===== config.mk =====
export PLATFORM = sky130hd
export DESIGN_NAME = datalog_lexer_top
export DESIGN_NICKNAME = d
export VERILOG_FILES = /design/src/rtl/core/dlx_pkg.sv /design/src/rtl/core/datalog_lexer_top.sv
export SDC_FILE = /design/constraint.sdc
export NUM_CORES = 1
export LEC_CHECK = 0
export BUFFER_PORTS_ARGS = -buffer_cell sky130_fd_sc_hd__buf_4
export CAP_MARGIN = 40
export CELL_PAD_IN_SITES_DETAIL_PLACEMENT = 0
export CELL_PAD_IN_SITES_GLOBAL_PLACEMENT = 1
export CORE_MARGIN = 2
export CORE_UTILIZATION = 50
export CTS_CLUSTER_DIAMETER = 150
export DETAILED_ROUTE_END_ITERATION = 8
export MAX_ROUTING_LAYER = met4
export PLACE_DENSITY = 0.92
export SLEW_MARGIN = 20
export SYNTH_ARGS = -nofsm -noshare
export SYNTH_HDL_FRONTEND = slang
export SYNTH_SLANG_ARGS = --single-unit

===== constraint.sdc =====
create_clock -name clk -period 5.64 [get_ports clk]
set_clock_uncertainty 0.05 [all_clocks]
set_input_delay 0.846 -clock clk [delete_from_list [all_inputs] [get_ports clk]]
set_output_delay 0.846 -clock clk [all_outputs]
set_load 0.05 [all_outputs]

===== src/rtl/core/dlx_pkg.sv =====
// Package for the Datalog lexer: token kinds, lexer modes, character codes
// and keyword tables. No dependencies.
`default_nettype none

package dlx_pkg;

	typedef enum logic [4:0] {
		TK_COMMA      = 5'd0,
		TK_PERIOD     = 5'd1,
		TK_Q_MARK     = 5'd2,
		TK_LPAREN     = 5'd3,
		TK_RPAREN     = 5'd4,
		TK_COLON      = 5'd5,
		TK_COLON_DASH = 5'd6,
		TK_MULTIPLY   = 5'd7,
		TK_ADD        = 5'd8,
		TK_SCHEMES    = 5'd9,
		TK_FACTS      = 5'd10,
		TK_RULES      = 5'd11,
		TK_QUERIES    = 5'd12,
		TK_ID         = 5'd13,
		TK_STRING     = 5'd14,
		TK_COMMENT    = 5'd15,
		TK_UNDEFINED  = 5'd16,
		TK_EOF        = 5'd17
	} token_kind_t;

	typedef enum logic [3:0] {
		MODE_IDLE  = 4'd0,
		MODE_COLON = 4'd1,
		MODE_ID    = 4'd2,
		MODE_STR   = 4'd3,
		MODE_STRQ  = 4'd4,
		MODE_HASH  = 4'd5,
		MODE_LINE  = 4'd6,
		MODE_BLOCK = 4'd7,
		MODE_BAR   = 4'd8
	} lex_mode_t;

	// keyword candidates, chosen by the first letter
	typedef enum logic [1:0] {
		KW_SCHEMES = 2'd0,
		KW_FACTS   = 2'd1,
		KW_RULES   = 2'd2,
		KW_QUERIES = 2'd3
	} kw_cand_t;

	localparam int OUT_BITS = 16;   // width of line and length fields on the ports

	localparam int FIFO_DEPTH = 4;
	localparam int PTR_BITS   = 2;
	localparam int CNT_BITS   = 3;

	localparam logic [7:0] CH_COMMA  = 8'h2C;
	localparam logic [7:0] CH_PERIOD = 8'h2E;
	localparam logic [7:0] CH_QMARK  = 8'h3F;
	localparam logic [7:0] CH_LPAREN = 8'h28;
	localparam logic [7:0] CH_RPAREN = 8'h29;
	localparam logic [7:0] CH_STAR   = 8'h2A;
	localparam logic [7:0] CH_PLUS   = 8'h2B;
	localparam logic [7:0] CH_SPACE  = 8'h20;
	localparam logic [7:0] CH_CR     = 8'h0D;
	localparam logic [7:0] CH_LF     = 8'h0A;
	localparam logic [7:0] CH_COLON  = 8'h3A;
	localparam logic [7:0] CH_QUOTE  = 8'h27;
	localparam logic [7:0] CH_HASH   = 8'h23;
	localparam logic [7:0] CH_BAR    = 8'h7C;
	localparam logic [7:0] CH_DASH   = 8'h2D;
	localparam logic [7:0] CH_UNDER  = 8'h5F;
	localparam logic [7:0] CH_UC_S   = 8'h53;
	localparam logic [7:0] CH_UC_F   = 8'h46;
	localparam logic [7:0] CH_UC_R   = 8'h52;
	localparam logic [7:0] CH_UC_Q   = 8'h51;
	localparam logic [7:0] CH_LC_A   = 8'h61;
	localparam logic [7:0] CH_LC_Z   = 8'h7A;
	localparam logic [7:0] CH_DIG_0  = 8'h30;
	localparam logic [7:0] CH_DIG_9  = 8'h39;
	localparam logic [7:0] CASE_BIT  = 8'h20;

	function automatic logic is_alpha(input logic [7:0] b);
		logic [7:0] l;
		l = b | CASE_BIT;
		return (l >= CH_LC_A) && (l <= CH_LC_Z);
	endfunction

	function automatic logic is_idchar(input logic [7:0] b);
		return is_alpha(b) || ((b >= CH_DIG_0) && (b <= CH_DIG_9)) || (b == CH_UNDER);
	endfunction

	function automatic logic [2:0] kw_len(input kw_cand_t c);
		logic [2:0] r;
		unique case (c)
			KW_SCHEMES: r = 3'd7;
			KW_FACTS:   r = 3'd5;
			KW_RULES:   r = 3'd5;
			KW_QUERIES: r = 3'd7;
			default:    r = 3'd0;
		endcase
		return r;
	endfunction

	// byte at position pos of the keyword, first letter at position zero
	function automatic logic [7:0] kw_char(input kw_cand_t c, input logic [2:0] pos);
		logic [63:0] w;
		unique case (c)
			KW_SCHEMES: w = {"Schemes", 8'h00};
			KW_FACTS:   w = {"Facts", 24'h000000};
			KW_RULES:   w = {"Rules", 24'h000000};
			KW_QUERIES: w = {"Queries", 8'h00};
			default:    w = '0;
		endcase
		return w[{~pos, 3'b000} +: 8];
	endfunction

	function automatic token_kind_t kw_token(input kw_cand_t c);
		token_kind_t k;
		unique case (c)
			KW_SCHEMES: k = TK_SCHEMES;
			KW_FACTS:   k = TK_FACTS;
			KW_RULES:   k = TK_RULES;
			KW_QUERIES: k = TK_QUERIES;
			default:    k = TK_ID;
		endcase
		return k;
	endfunction

endpackage

`default_nettype wire


===== src/rtl/core/datalog_lexer_top.sv =====
// Datalog lexer top level: input register, lexer state machine, token queue.
// Depends on dlx_pkg.
//
//   channel | handshake            | payload
//   --------+----------------------+--------------------------------------------
//   input   | in_valid / in_stall  | in_byte, is_end
//   output  | out_valid / out_stall| token_kind, token_line, token_length, last
//
// One byte a cycle while the input register is not held; beats are lexed from it.
// A beat gives zero, one or two tokens; they go into a four-entry queue, which
// drains one token a cycle unless the output stalls. The input register is held
// while fewer than two entries are free, so two-token bursts run at the output rate.
// Reset: lexer idle at line one, queue empty. The end mark also returns the
// lexer to that state after its EOF token.
`default_nettype none

module datalog_lexer_top #(
	parameter int LINE_BITS   = 16,
	parameter int LENGTH_BITS = 16
) (
	input  wire logic                         clk,
	input  wire logic                         arst_n,
	input  wire logic                         in_valid,
	output      logic                         in_stall,
	input  wire logic [7:0]                   in_byte,
	input  wire logic                         is_end,
	output      logic                         out_valid,
	input  wire logic                         out_stall,
	output      logic [4:0]                   token_kind,
	output      logic [dlx_pkg::OUT_BITS-1:0] token_line,
	output      logic [dlx_pkg::OUT_BITS-1:0] token_length,
	output      logic                         last
);

	// counters saturate at the narrower of the parameter and the port width
	localparam int LW = (LINE_BITS < dlx_pkg::OUT_BITS) ? LINE_BITS : dlx_pkg::OUT_BITS;
	localparam int NW = (LENGTH_BITS < dlx_pkg::OUT_BITS) ? LENGTH_BITS : dlx_pkg::OUT_BITS;
	localparam logic [LW-1:0] LINE_MAX = {LW{1'b1}};
	localparam logic [NW-1:0] LEN_MAX  = {NW{1'b1}};

	// input register
	logic       valid_s1;
	logic [7:0] byte_s1;
	logic       end_s1;
	logic       take;

	// lexer state
	dlx_pkg::lex_mode_t mode_q, mode_d;
	logic [LW-1:0]      cur_line_q, cur_line_d;
	logic [LW-1:0]      start_line_q, start_line_d;
	logic [NW-1:0]      count_q, count_d;
	logic               kw_alive_q, kw_alive_d;
	dlx_pkg::kw_cand_t  kw_cand_q, kw_cand_d;
	logic [2:0]         kw_pos_q, kw_pos_d;

	logic [LW-1:0] line_inc;
	logic [NW-1:0] count_inc;
	dlx_pkg::token_kind_t id_kind;

	// pending token (a) and the token of the byte itself or EOF (b)
	logic                 a_v, b_v, run_idle;
	dlx_pkg::token_kind_t a_kind, b_kind;
	logic [LW-1:0]        a_line, b_line;
	logic [NW-1:0]        a_len, b_len;

	// token queue
	dlx_pkg::token_kind_t kind_mem [dlx_pkg::FIFO_DEPTH];
	logic [LW-1:0]        line_mem [dlx_pkg::FIFO_DEPTH];
	logic [NW-1:0]        len_mem  [dlx_pkg::FIFO_DEPTH];
	logic                 last_mem [dlx_pkg::FIFO_DEPTH];
	logic [dlx_pkg::PTR_BITS-1:0] wr_q, rd_q, wr_next;
	logic [dlx_pkg::CNT_BITS-1:0] fill_q;
	logic [1:0]                   push_n;
	logic                         pop;

	assign take     = valid_s1 && (fill_q <= dlx_pkg::CNT_BITS'(dlx_pkg::FIFO_DEPTH - 2));
	assign in_stall = valid_s1 && !take;

	always_ff @(posedge clk or negedge arst_n) begin
		if (!arst_n) begin
			valid_s1 <= 1'b0;
		end else if (in_valid && !in_stall) begin
			valid_s1 <= 1'b1;
		end else if (take) begin
			valid_s1 <= 1'b0;
		end
	end

	always_ff @(posedge clk) begin
		if (in_valid && !in_stall) begin
			byte_s1 <= in_byte;
			end_s1  <= is_end;
		end
	end

	assign line_inc  = (cur_line_q < LINE_MAX) ? cur_line_q + LW'(1) : cur_line_q;
	assign count_inc = (count_q < LEN_MAX) ? count_q + NW'(1) : count_q;
	assign id_kind   = (kw_alive_q && (kw_pos_q == dlx_pkg::kw_len(kw_cand_q)))
		? dlx_pkg::kw_token(kw_cand_q) : dlx_pkg::TK_ID;

	always_ff @(posedge clk or negedge arst_n) begin
		if (!arst_n) begin
			mode_q       <= dlx_pkg::MODE_IDLE;
			cur_line_q   <= LW'(1);
			start_line_q <= LW'(1);
			count_q      <= '0;
			kw_alive_q   <= 1'b1;
			kw_cand_q    <= dlx_pkg::KW_SCHEMES;
			kw_pos_q     <= '0;
		end else if (take) begin
			mode_q       <= mode_d;
			cur_line_q   <= cur_line_d;
			start_line_q <= start_line_d;
			count_q      <= count_d;
			kw_alive_q   <= kw_alive_d;
			kw_cand_q    <= kw_cand_d;
			kw_pos_q     <= kw_pos_d;
		end
	end

	always_comb begin
		mode_d       = mode_q;
		cur_line_d   = cur_line_q;
		start_line_d = start_line_q;
		count_d      = count_q;
		kw_alive_d   = kw_alive_q;
		kw_cand_d    = kw_cand_q;
		kw_pos_d     = kw_pos_q;
		a_v          = 1'b0;
		a_kind       = dlx_pkg::TK_UNDEFINED;
		a_line       = start_line_q;
		a_len        = count_q;
		b_v          = 1'b0;
		b_kind       = dlx_pkg::TK_UNDEFINED;
		b_line       = cur_line_q;
		b_len        = NW'(1);
		run_idle     = 1'b0;

		if (end_s1) begin
			unique case (mode_q)
				dlx_pkg::MODE_IDLE: ;
				dlx_pkg::MODE_COLON: begin
					a_v    = 1'b1;
					a_kind = dlx_pkg::TK_COLON;
				end
				dlx_pkg::MODE_ID: begin
					a_v    = 1'b1;
					a_kind = id_kind;
				end
				dlx_pkg::MODE_STR: begin
					a_v    = 1'b1;
					a_kind = dlx_pkg::TK_UNDEFINED;
				end
				dlx_pkg::MODE_STRQ: begin
					a_v    = 1'b1;
					a_kind = dlx_pkg::TK_STRING;
				end
				dlx_pkg::MODE_HASH, dlx_pkg::MODE_LINE: begin
					a_v    = 1'b1;
					a_kind = dlx_pkg::TK_COMMENT;
				end
				dlx_pkg::MODE_BLOCK, dlx_pkg::MODE_BAR: begin
					a_v    = 1'b1;
					a_kind = dlx_pkg::TK_UNDEFINED;
				end
				default: ;
			endcase
			b_v          = 1'b1;
			b_kind       = dlx_pkg::TK_EOF;
			b_len        = '0;
			mode_d       = dlx_pkg::MODE_IDLE;
			cur_line_d   = LW'(1);
			start_line_d = LW'(1);
			count_d      = '0;
			kw_alive_d   = 1'b1;
			kw_cand_d    = dlx_pkg::KW_SCHEMES;
			kw_pos_d     = '0;
		end else begin
			unique case (mode_q)
				dlx_pkg::MODE_IDLE: run_idle = 1'b1;
				dlx_pkg::MODE_COLON: begin
					if (byte_s1 == dlx_pkg::CH_DASH) begin
						a_v    = 1'b1;
						a_kind = dlx_pkg::TK_COLON_DASH;
						a_len  = NW'(2);
						mode_d = dlx_pkg::MODE_IDLE;
					end else begin
						a_v      = 1'b1;
						a_kind   = dlx_pkg::TK_COLON;
						run_idle = 1'b1;
					end
				end
				dlx_pkg::MODE_ID: begin
					if (dlx_pkg::is_idchar(byte_s1)) begin
						count_d = count_inc;
						if (kw_alive_q && (kw_pos_q < dlx_pkg::kw_len(kw_cand_q)) &&
						    (dlx_pkg::kw_char(kw_cand_q, kw_pos_q) == byte_s1)) begin
							kw_pos_d = kw_pos_q + 3'd1;
						end else begin
							kw_alive_d = 1'b0;
							kw_cand_d  = dlx_pkg::KW_SCHEMES;
							kw_pos_d   = '0;
						end
					end else begin
						a_v      = 1'b1;
						a_kind   = id_kind;
						run_idle = 1'b1;
					end
				end
				dlx_pkg::MODE_STR: begin
					count_d = count_inc;
					if (byte_s1 == dlx_pkg::CH_LF) cur_line_d = line_inc;
					if (byte_s1 == dlx_pkg::CH_QUOTE) mode_d = dlx_pkg::MODE_STRQ;
				end
				dlx_pkg::MODE_STRQ: begin
					// doubled quote stays inside the string
					if (byte_s1 == dlx_pkg::CH_QUOTE) begin
						count_d = count_inc;
						mode_d  = dlx_pkg::MODE_STR;
					end else begin
						a_v      = 1'b1;
						a_kind   = dlx_pkg::TK_STRING;
						run_idle = 1'b1;
					end
				end
				dlx_pkg::MODE_HASH: begin
					if (byte_s1 == dlx_pkg::CH_BAR) begin
						count_d = count_inc;
						mode_d  = dlx_pkg::MODE_BLOCK;
					end else if (byte_s1 == dlx_pkg::CH_LF) begin
						a_v      = 1'b1;
						a_kind   = dlx_pkg::TK_COMMENT;
						run_idle = 1'b1;
					end else begin
						count_d = count_inc;
						mode_d  = dlx_pkg::MODE_LINE;
					end
				end
				dlx_pkg::MODE_LINE: begin
					if (byte_s1 == dlx_pkg::CH_LF) begin
						a_v      = 1'b1;
						a_kind   = dlx_pkg::TK_COMMENT;
						run_idle = 1'b1;
					end else begin
						count_d = count_inc;
					end
				end
				dlx_pkg::MODE_BLOCK: begin
					count_d = count_inc;
					if (byte_s1 == dlx_pkg::CH_LF) cur_line_d = line_inc;
					if (byte_s1 == dlx_pkg::CH_BAR) mode_d = dlx_pkg::MODE_BAR;
				end
				dlx_pkg::MODE_BAR: begin
					count_d = count_inc;
					if (byte_s1 == dlx_pkg::CH_HASH) begin
						a_v    = 1'b1;
						a_kind = dlx_pkg::TK_COMMENT;
						a_len  = count_inc;
						mode_d = dlx_pkg::MODE_IDLE;
					end else if (byte_s1 != dlx_pkg::CH_BAR) begin
						if (byte_s1 == dlx_pkg::CH_LF) cur_line_d = line_inc;
						mode_d = dlx_pkg::MODE_BLOCK;
					end
				end
				default: run_idle = 1'b1;
			endcase

			// byte lexed afresh between tokens; no line bump precedes it in this beat
			if (run_idle) begin
				mode_d = dlx_pkg::MODE_IDLE;
				unique case (byte_s1)
					dlx_pkg::CH_COMMA: begin
						b_v    = 1'b1;
						b_kind = dlx_pkg::TK_COMMA;
					end
					dlx_pkg::CH_PERIOD: begin
						b_v    = 1'b1;
						b_kind = dlx_pkg::TK_PERIOD;
					end
					dlx_pkg::CH_QMARK: begin
						b_v    = 1'b1;
						b_kind = dlx_pkg::TK_Q_MARK;
					end
					dlx_pkg::CH_LPAREN: begin
						b_v    = 1'b1;
						b_kind = dlx_pkg::TK_LPAREN;
					end
					dlx_pkg::CH_RPAREN: begin
						b_v    = 1'b1;
						b_kind = dlx_pkg::TK_RPAREN;
					end
					dlx_pkg::CH_STAR: begin
						b_v    = 1'b1;
						b_kind = dlx_pkg::TK_MULTIPLY;
					end
					dlx_pkg::CH_PLUS: begin
						b_v    = 1'b1;
						b_kind = dlx_pkg::TK_ADD;
					end
					dlx_pkg::CH_SPACE, dlx_pkg::CH_CR: ;
					dlx_pkg::CH_LF: cur_line_d = line_inc;
					dlx_pkg::CH_COLON: begin
						mode_d       = dlx_pkg::MODE_COLON;
						start_line_d = cur_line_q;
						count_d      = NW'(1);
					end
					dlx_pkg::CH_QUOTE: begin
						mode_d       = dlx_pkg::MODE_STR;
						start_line_d = cur_line_q;
						count_d      = NW'(1);
					end
					dlx_pkg::CH_HASH: begin
						mode_d       = dlx_pkg::MODE_HASH;
						start_line_d = cur_line_q;
						count_d      = NW'(1);
					end
					default: begin
						if (dlx_pkg::is_alpha(byte_s1)) begin
							mode_d       = dlx_pkg::MODE_ID;
							start_line_d = cur_line_q;
							count_d      = NW'(1);
							kw_cand_d    = dlx_pkg::KW_SCHEMES;
							kw_pos_d     = 3'd1;
							kw_alive_d   = 1'b1;
							priority if (byte_s1 == dlx_pkg::CH_UC_S) begin
								kw_cand_d = dlx_pkg::KW_SCHEMES;
							end else if (byte_s1 == dlx_pkg::CH_UC_F) begin
								kw_cand_d = dlx_pkg::KW_FACTS;
							end else if (byte_s1 == dlx_pkg::CH_UC_R) begin
								kw_cand_d = dlx_pkg::KW_RULES;
							end else if (byte_s1 == dlx_pkg::CH_UC_Q) begin
								kw_cand_d = dlx_pkg::KW_QUERIES;
							end else begin
								kw_alive_d = 1'b0;
								kw_pos_d   = '0;
							end
						end else begin
							b_v    = 1'b1;
							b_kind = dlx_pkg::TK_UNDEFINED;
						end
					end
				endcase
			end
		end
	end

	// token queue: up to two writes a beat, one read a cycle
	assign push_n  = take ? ({1'b0, a_v} + {1'b0, b_v}) : 2'd0;
	assign pop     = out_valid && !out_stall;
	assign wr_next = wr_q + dlx_pkg::PTR_BITS'(1);

	always_ff @(posedge clk or negedge arst_n) begin
		if (!arst_n) begin
			wr_q   <= '0;
			rd_q   <= '0;
			fill_q <= '0;
		end else begin
			wr_q   <= wr_q + dlx_pkg::PTR_BITS'(push_n);
			if (pop) rd_q <= rd_q + dlx_pkg::PTR_BITS'(1);
			fill_q <= fill_q + dlx_pkg::CNT_BITS'(push_n) - dlx_pkg::CNT_BITS'(pop);
		end
	end

	always_ff @(posedge clk) begin
		if (push_n != 2'd0) begin
			kind_mem[wr_q] <= a_v ? a_kind : b_kind;
			line_mem[wr_q] <= a_v ? a_line : b_line;
			len_mem[wr_q]  <= a_v ? a_len : b_len;
			last_mem[wr_q] <= !(a_v && b_v);
		end
		if (push_n == 2'd2) begin
			kind_mem[wr_next] <= b_kind;
			line_mem[wr_next] <= b_line;
			len_mem[wr_next]  <= b_len;
			last_mem[wr_next] <= 1'b1;
		end
	end

	assign out_valid    = (fill_q != '0);
	assign token_kind   = kind_mem[rd_q];
	assign token_line   = dlx_pkg::OUT_BITS'(line_mem[rd_q]);
	assign token_length = dlx_pkg::OUT_BITS'(len_mem[rd_q]);
	assign last         = last_mem[rd_q];

endmodule

`default_nettype wire


==> flow_summary.json, run 1 <==
{
  "startpoint_type": "flop",
  "fin_crit_sh_pct": 93.1,
  "avgSynthCellArea_um2": 10.5,
  "crit_start": "mode_q[1]$_DFFE_PN0P_",
  "synth_area_leaders": "edfxtp_1 23%, dfrtp_1 12%, dfxtp_1 10%, mux4_2 6.8%, mux2_2 4.4%",
  "grt_pass1_vias": 9949,
  "antenna_cells": 0,
  "place_congestion": 0.934,
  "dp_hpwl_um": 23400,
  "cts_root_buf": "clkbuf_16",
  "cts_resized": 0,
  "synthTopCellsByCount": "121 x nand2_1, 97 x edfxtp_1, 95 x o21ai_0, 64 x dfxtp_1, 63 x dfrtp_1",
  "arrival_ns": 5.38,
  "drv_slew": 0,
  "clock_latency_ns": 0.53,
  "p_sw_mw": 3.16,
  "drt_iter0_drc": 1122,
  "ys_ff_latch": 227,
  "die_h_um": 163,
  "ys_types": 93,
  "post_cts.repair.setup_buffers": 0,
  "grt_pass1_wl_um": 55200,
  "critical-path-max-stage-delay_ns": 0.79,
  "core_region_area_um2": 25000,
  "clkSlewWorstSetupHoldPaths_ns": 0.07,
  "regToRegSetupSlack_ns": 0.39,
  "grt_max_degree": 47,
  "setup_viol": 0,
  "gr-total-overflow": 0,
  "final_core_util_pct": 56.9,
  "cts_tree": "yes",
  "synthArstFlopShare_pct": 29.1,
  "slew_headroom_pct": 40.8,
  "synth.top_cell.area_share_pct": 23.1,
  "fp.dieW_um": 163,
  "worst_slew_pin_slew_ns": 0.886,
  "initial_core_util_pct": 50.6,
  "worstPathCellList": "or4b_4 -> a221oi_1 -> and2_2 -> or3_4 -> nand2_4 -> inv_2 -> ha_1 -> nand2_1 -> nor2_1 -> and3_1 -> a21oi_1 -> buf_4 -> inv_1 -> buf_4",
  "numPortBuffers": 52,
  "synth_most_common_cell": "nand2_1",
  "clock_power_share_pct": 22.4,
  "leakagePower_nw": 5.43,
  "wl_per_cell_um": 21.9,
  "cp_common_cell": "buf_4",
  "syn-num-nets": 1230,
  "combPwrFrac_pct": 46.6,
  "syn_inst": 1201,
  "cts_made_buffers": 24,
  "yosys_warnings": 0,
  "fin_hold_ws_ns": 0.226,
  "rsz0062_at_grt": "false",
  "regToRegStartpoint": "mode_q[1]$_DFFE_PN0P_",
  "switching_share_pct": 42.4,
  "dr.pass1.iters": 6,
  "yosys_most_used_dff": "edfxtp_1",
  "cap_viol_max_count": 0,
  "grt.total_usage_pct": 27.0,
  "hold_class": "input pin to asynchronous set/reset pin",
  "rows": 58,
  "power_mw": 7.47,
  "min_period_ns": 5.25,
  "dpl.cell_count": 1531,
  "slowest_stage": "dfrtp_1",
  "synth_edf_count": 97,
  "clkSinkCount": 227,
  "num_io_pins": 53,
  "netlist_area_um2": 12600,
  "drc": 0,
  "vias_per_cell": 6.50,
  "internal_power_mw": 4.30,
  "cp_max_fo": 22,
  "power.density_nw_per_um2": 526,
  "power_frac_seq_pct": 31.0,
  "cp.required_ns": 5.77,
  "area_delta_synth_final_pct": 12.4,
  "setup-tns-final_ns": 0,
  "ir_drop_uv": 359,
  "postCtsHoldBufs": 0,
  "reg2reg_depth": 14,
  "vias": 10268,
  "critical_path_class": "flop to flop",
  "reg2reg_to": "line_mem[0][4]$_DFFE_PP_",
  "stdcell_count": 1579,
  "clk_path_buf_depth": 3,
  "antenna_found_initial": 0,
  "yosysSeqAreaShare_pct": 46.3,
  "htreeDepth": 1,
  "drive_gt1_share_pct": 20.8,
  "crit_path_end": "line_mem[0][4]$_DFFE_PP_",
  "dieArea_um2": 26600,
  "drt-total-wl_um": 34700,
  "synth_top_area_cell": "edfxtp_1",
  "end_kind": "flop",
  "max_clock_freq_ghz": 0.190,
  "ant_nets": 0,
  "hold_viol": 0,
  "outcome": "complete, no violations",
  "nNetsFinal": 1260
}
stage by stage:
step | cell area (um^2) | setup slack, ns
global placement | 13200 | 0.585
finish | 14200 | 0.386
detailed placement | 13300 | 0.532
CTS | 14200 | 0.484
floorplan | 12600 | 0.918
global route | 14200 | 0.0632
flip-flops by register name, indices dropped and copies added, names as in the netlist:
register    count
len_mem        64
kw_alive_q      1
end_s1          1
mode_q          4
fill_q          3
kind_mem       20
rd_q            2
line_mem       64
kw_pos_q        3
a_line         16
wr_q            2
last_mem        4
kw_cand_q       2
byte_s1         8
valid_s1        1
b_line         16
count_q        16
per-layer routing:
metal	global-route usage, %	wire (um)	share of wire (%)	vias up
met4	7.56	832	2.4	0
li1	-	-	-	4658
met3	4.30	2780	8.0	80
met1	36.6	14600	42	5041
met5	-	0	0	-
met2	42.3	16400	47	489
power by group through the flow:
stage	sequential, mW	clock [mW]	combinational (mW)
finish	2.31	1.68	3.48
CTS	2.31	1.69	3.43
global placement	2.33	0	3.33
floorplan	2.19	0	2.65
detailed placement	2.34	0	3.41
global route	2.34	1.76	3.70
final cells by class:
cell class              count  area (um^2)
fillers                  2074        10800
repair buffers             91          717
flip-flops and latches    227         5850
clock inverters             8         98.8
clock buffers              36          749
well taps                 330          413
multi-input cells         863         6290
inverters                  24         90.1
placed cells by master, fill, tap and decap left out, types with 25 or more instances in the layout:
cell / netlist / layout
a21oi_1: 58 / 58
a22o_1: 36 / 36
a31oi_1: 28 / 28
buf_4: 2 / 83
clkbuf_16: 0 / 27
dfrtp_1: 63 / 62
dfxtp_1: 64 / 64
edfxtp_1: 97 / 97
mux2_2: 49 / 49
mux4_2: 38 / 38
nand2_1: 121 / 121
nand3_1: 59 / 59
nand4_1: 25 / 25
nor2_1: 62 / 62
o21ai_0: 95 / 94
critical path, delay by kind of cell (launching register included):
family	cells	cell delay (ns)
and+or+nand+nor	7	2.11
buffers and inverters	4	0.99
DFF	1	0.79
AOI/OAI and AO/OA	2	0.59
adders and majority gates	1	0.35
how the worst min path moves through the flow:
stage	startpoint	end	slack (ns)
final	arst_n	count_q[1]$_DFFE_PN0P_	0.23
after global routing	arst_n	fill_q[1]$_DFF_PN0_	0.25
after CTS	arst_n	count_q[10]$_DFFE_PN0P_	0.24
after detailed placement	len_mem[2][3]$_SDFFE_PP0N_	len_mem[2][3]$_SDFFE_PP0N_	0.39
after global placement	len_mem[2][15]$_SDFFE_PP0N_	len_mem[2][15]$_SDFFE_PP0N_	0.38
after floorplan	len_mem[1][15]$_SDFFE_PP0P_	len_mem[1][15]$_SDFFE_PP0P_	0.37
logic make-up after synthesis:
group | Yosys count | synth area share, %
adder cells (fa/ha/maj) | 17 | 1.72
XOR/XNOR | 19 | 1.32
AND/OR/NAND/NOR | 401 | 16.9
flip-flops | 227 | 46.3
multiplexers | 108 | 13.4
AO/OA/AOI/OAI | 318 | 16.4
buffers and inverters | 111 | 3.96
Note: power is estimated with default switching activity, not from simulation.
==> inputs of run 2 (changes only) <==
--- a/config.mk
+++ b/config.mk
@@ -5,12 +5,13 @@
 export SDC_FILE = /design/constraint.sdc
 export NUM_CORES = 1
 export LEC_CHECK = 0
+export ABC_AREA = 1
 export BUFFER_PORTS_ARGS = -buffer_cell sky130_fd_sc_hd__buf_4
 export CAP_MARGIN = 40
 export CELL_PAD_IN_SITES_DETAIL_PLACEMENT = 0
 export CELL_PAD_IN_SITES_GLOBAL_PLACEMENT = 1
 export CORE_MARGIN = 2
-export CORE_UTILIZATION = 50
+export CORE_UTILIZATION = 47
 export CTS_CLUSTER_DIAMETER = 150
 export DETAILED_ROUTE_END_ITERATION = 8
 export MAX_ROUTING_LAYER = met4
==> flow_summary.json, run 2 <==
{
  "synth_area_leaders": "edfxtp_1 22%, nand2_1 12%, dfrtp_1 12%, o21ai_0 10%, dfxtp_1 9.5%",
  "cts_root_buf": "clkbuf_16",
  "netlist_area_um2": 13400,
  "vias_per_cell": 5.65,
  "dp_hpwl_um": 25900,
  "min_period_ns": 4.65,
  "fin_hold_ws_ns": 0.131,
  "critical_path_class": "flop to flop",
  "synth_top_area_cell": "edfxtp_1",
  "drt_iter0_drc": 1288,
  "drt-total-wl_um": 38200,
  "clock_latency_ns": 0.54,
  "synthArstFlopShare_pct": 29.1,
  "avgSynthCellArea_um2": 7.52,
  "nNetsFinal": 1824,
  "setup_viol": 0,
  "postCtsHoldBufs": 0,
  "cts_made_buffers": 26,
  "grt.total_usage_pct": 26.1,
  "antenna_found_initial": 0,
  "rows": 61,
  "fp.dieW_um": 173,
  "antenna_cells": 0,
  "final_common_cell": "nand2_1",
  "worst_slew_pin_slew_ns": 0.800,
  "yosys_most_used_dff": "edfxtp_1",
  "regToRegStartpoint": "mode_q[1]$_DFFE_PN0P_",
  "dieArea_um2": 29900,
  "yosysSeqAreaShare_pct": 43.6,
  "fillers": 2662,
  "power.density_nw_per_um2": 556,
  "numPortBuffers": 52,
  "startpoint_type": "flop",
  "grt_pass1_vias": 11491,
  "synth_most_common_cell": "nand2_1",
  "cts_resized": 0,
  "ant_nets": 0,
  "yosys_warnings": 0,
  "cp_max_fo": 39,
  "clk_path_buf_depth": 3,
  "ys_types": 51,
  "place_congestion": 0.933,
  "setup_slack_ns": 0.994,
  "reg2reg_depth": 19,
  "cp_common_cell": "inv_2",
  "multi_input_area_um2": 6570,
  "clkSinkCount": 227,
  "seq_area_um2": 5850,
  "wl_per_cell_um": 17.4,
  "grt_pass1_wl_um": 62100,
  "slew_headroom_pct": 46.6,
  "synth_edf_count": 97,
  "die_h_um": 173,
  "ir_drop_uv": 246,
  "synthTopCellsByCount": "421 x nand2_1, 280 x o21ai_0, 168 x nor2_1, 160 x nand3_1, 132 x inv_1",
  "pre_cts_ws_ns": 1.06,
  "htreeDepth": 1,
  "cp.required_ns": 6.05,
  "final_core_util_pct": 53.5,
  "core_region_area_um2": 27900,
  "outcome": "complete, no violations",
  "cts_tree": "yes",
  "fin_crit_sh_pct": 82.4,
  "syn_inst": 1785,
  "dr.pass1.iters": 7,
  "post_cts.repair.setup_buffers": 0,
  "leakagePower_nw": 6.14,
  "final_cell_mix": "421 x nand2_1, 280 x o21ai_0, 168 x nor2_1",
  "reg2reg_to": "len_mem[0][11]$_SDFFE_PP0N_",
  "vias": 12400,
  "clkSlewWorstSetupHoldPaths_ns": 0.06,
  "cap_viol_max_count": 0,
  "hold_viol": 0,
  "setup-tns-final_ns": 0,
  "reg_top3": "len_mem: 64 flops, line_mem: 64 flops, kind_mem: 20 flops",
  "max_clock_freq_ghz": 0.215,
  "stdcell_count": 2193,
  "arrival_ns": 5.05,
  "regToRegSetupSlack_ns": 0.99,
  "initial_core_util_pct": 48.0,
  "dpl.cell_count": 2145,
  "num_io_pins": 53,
  "worstPathCellList": "inv_2 -> nand2_2 -> nor2_1 -> o21ai_2 -> nand3_2 -> nor2_4 -> nand2_4 -> inv_1 -> o21ai_0 -> ha_1 -> inv_1 -> nor2_4 -> nor3_4 -> inv_2 -> nand2_1 -> buf_4 -> inv_2 -> nand2_1 -> o21ai_0",
  "syn-num-nets": 1814,
  "hold_class": "input pin to asynchronous set/reset pin",
  "rsz0062_at_grt": "false",
  "gr-total-overflow": 0,
  "synth.top_cell.area_share_pct": 21.7,
  "end_kind": "flop",
  "critical-path-max-stage-delay_ns": 0.58,
  "drive_gt1_share_pct": 10.8,
  "drc": 0,
  "grt_max_degree": 79,
  "ys_ff_latch": 227,
  "drv_slew": 0,
  "slowest_stage": "o21ai_2",
  "area_delta_synth_final_pct": 11.3
}
==> run 2: changes by cell type after synthesis, sizes merged, moves of 38 or more <==
cell   before  now
inv        23  147
nand3      60  173
nand2     122  435
mux4       38    0
mux2       63    0
o21ai      96  323
nor2       66  184
==> run 2: layer usage <==
layer / GRT usage [%] / wire (um) / share of wire, % / vias to the layer above
met5: - / 0 / 0 / -
met4: 6.60 / 782 / 2.0 / 0
li1: - / - / - / 6085
met2: 40.7 / 17500 / 46 / 457
met1: 36.4 / 17100 / 45 / 5798
met3: 2.81 / 2760 / 7.2 / 60
==> run 2: cell type report <==
cell class	count	share of cell area, %
inverter	149	3.76
multi-input combinational	1317	44.0
sequential	227	39.2
tap	378	3.17
timing repair buffer	74	3.99
clock buffer	38	5.42
clock inverter	10	0.486
==> run 2: logic make-up after synthesis <==
| logic type | count (synthesis) | synth area share (%) |
|---|---|---|
| AND/OR/NAND/NOR | 839 | 28.1 |
| AO/OA/AOI/OAI | 435 | 17.6 |
| buffers and inverters | 241 | 7.44 |
| flip-flops | 227 | 43.6 |
| XOR/XNOR | 27 | 1.76 |
| adder cells (fa/ha/maj) | 16 | 1.55 |
==> run 2: worst max-delay path by stage <==
stage	from	end	slack (ns)	depth (start not counted)
3_5_place_dp	mode_q[3]$_DFFE_PN0P_	len_mem[0][11]$_SDFFE_PP0N_	1.06	19
5_1_grt	mode_q[1]$_DFFE_PN0P_	len_mem[0][1]$_SDFFE_PP0N_	0.63	19
2_1_floorplan	byte_s1[6]$_DFFE_PP_	len_mem[3][10]$_SDFFE_PP0N_	1.93	22
6_report	mode_q[1]$_DFFE_PN0P_	len_mem[0][11]$_SDFFE_PP0N_	0.99	19
4_1_cts	mode_q[1]$_DFFE_PN0P_	len_mem[0][11]$_SDFFE_PP0N_	1.04	19
3_3_place_gp	mode_q[3]$_DFFE_PN0P_	len_mem[0][9]$_SDFFE_PP0N_	1.25	19
==> run 2: worst max-delay path: cells and delay by family (launching register included) <==
kind | cells | cell delay, ns
DFF | 1 | 0.46
buffers and inverters | 6 | 1.33
and+or+nand+nor | 9 | 1.58
adders and majority gates | 1 | 0.34
AOI/OAI and AO/OA | 3 | 0.76
==> run 2: where the power goes <==
group          internal, mW  switching, mW  total [mW]  leakage (nW)
logic                  1.12           3.09        4.21          3.40
registers              2.22          0.166        2.38          2.31
clock network          1.00          0.704        1.70         0.442
total                  4.34           3.96        8.30          6.14
==> run 2: metrics by stage <==
stage | cell area, um^2 | power, mW
floorplan | 13400 | 5.46
global placement | 14000 | 6.50
detailed placement | 14100 | 6.61
CTS | 14900 | 8.31
global route | 14900 | 8.79
finish | 14900 | 8.30
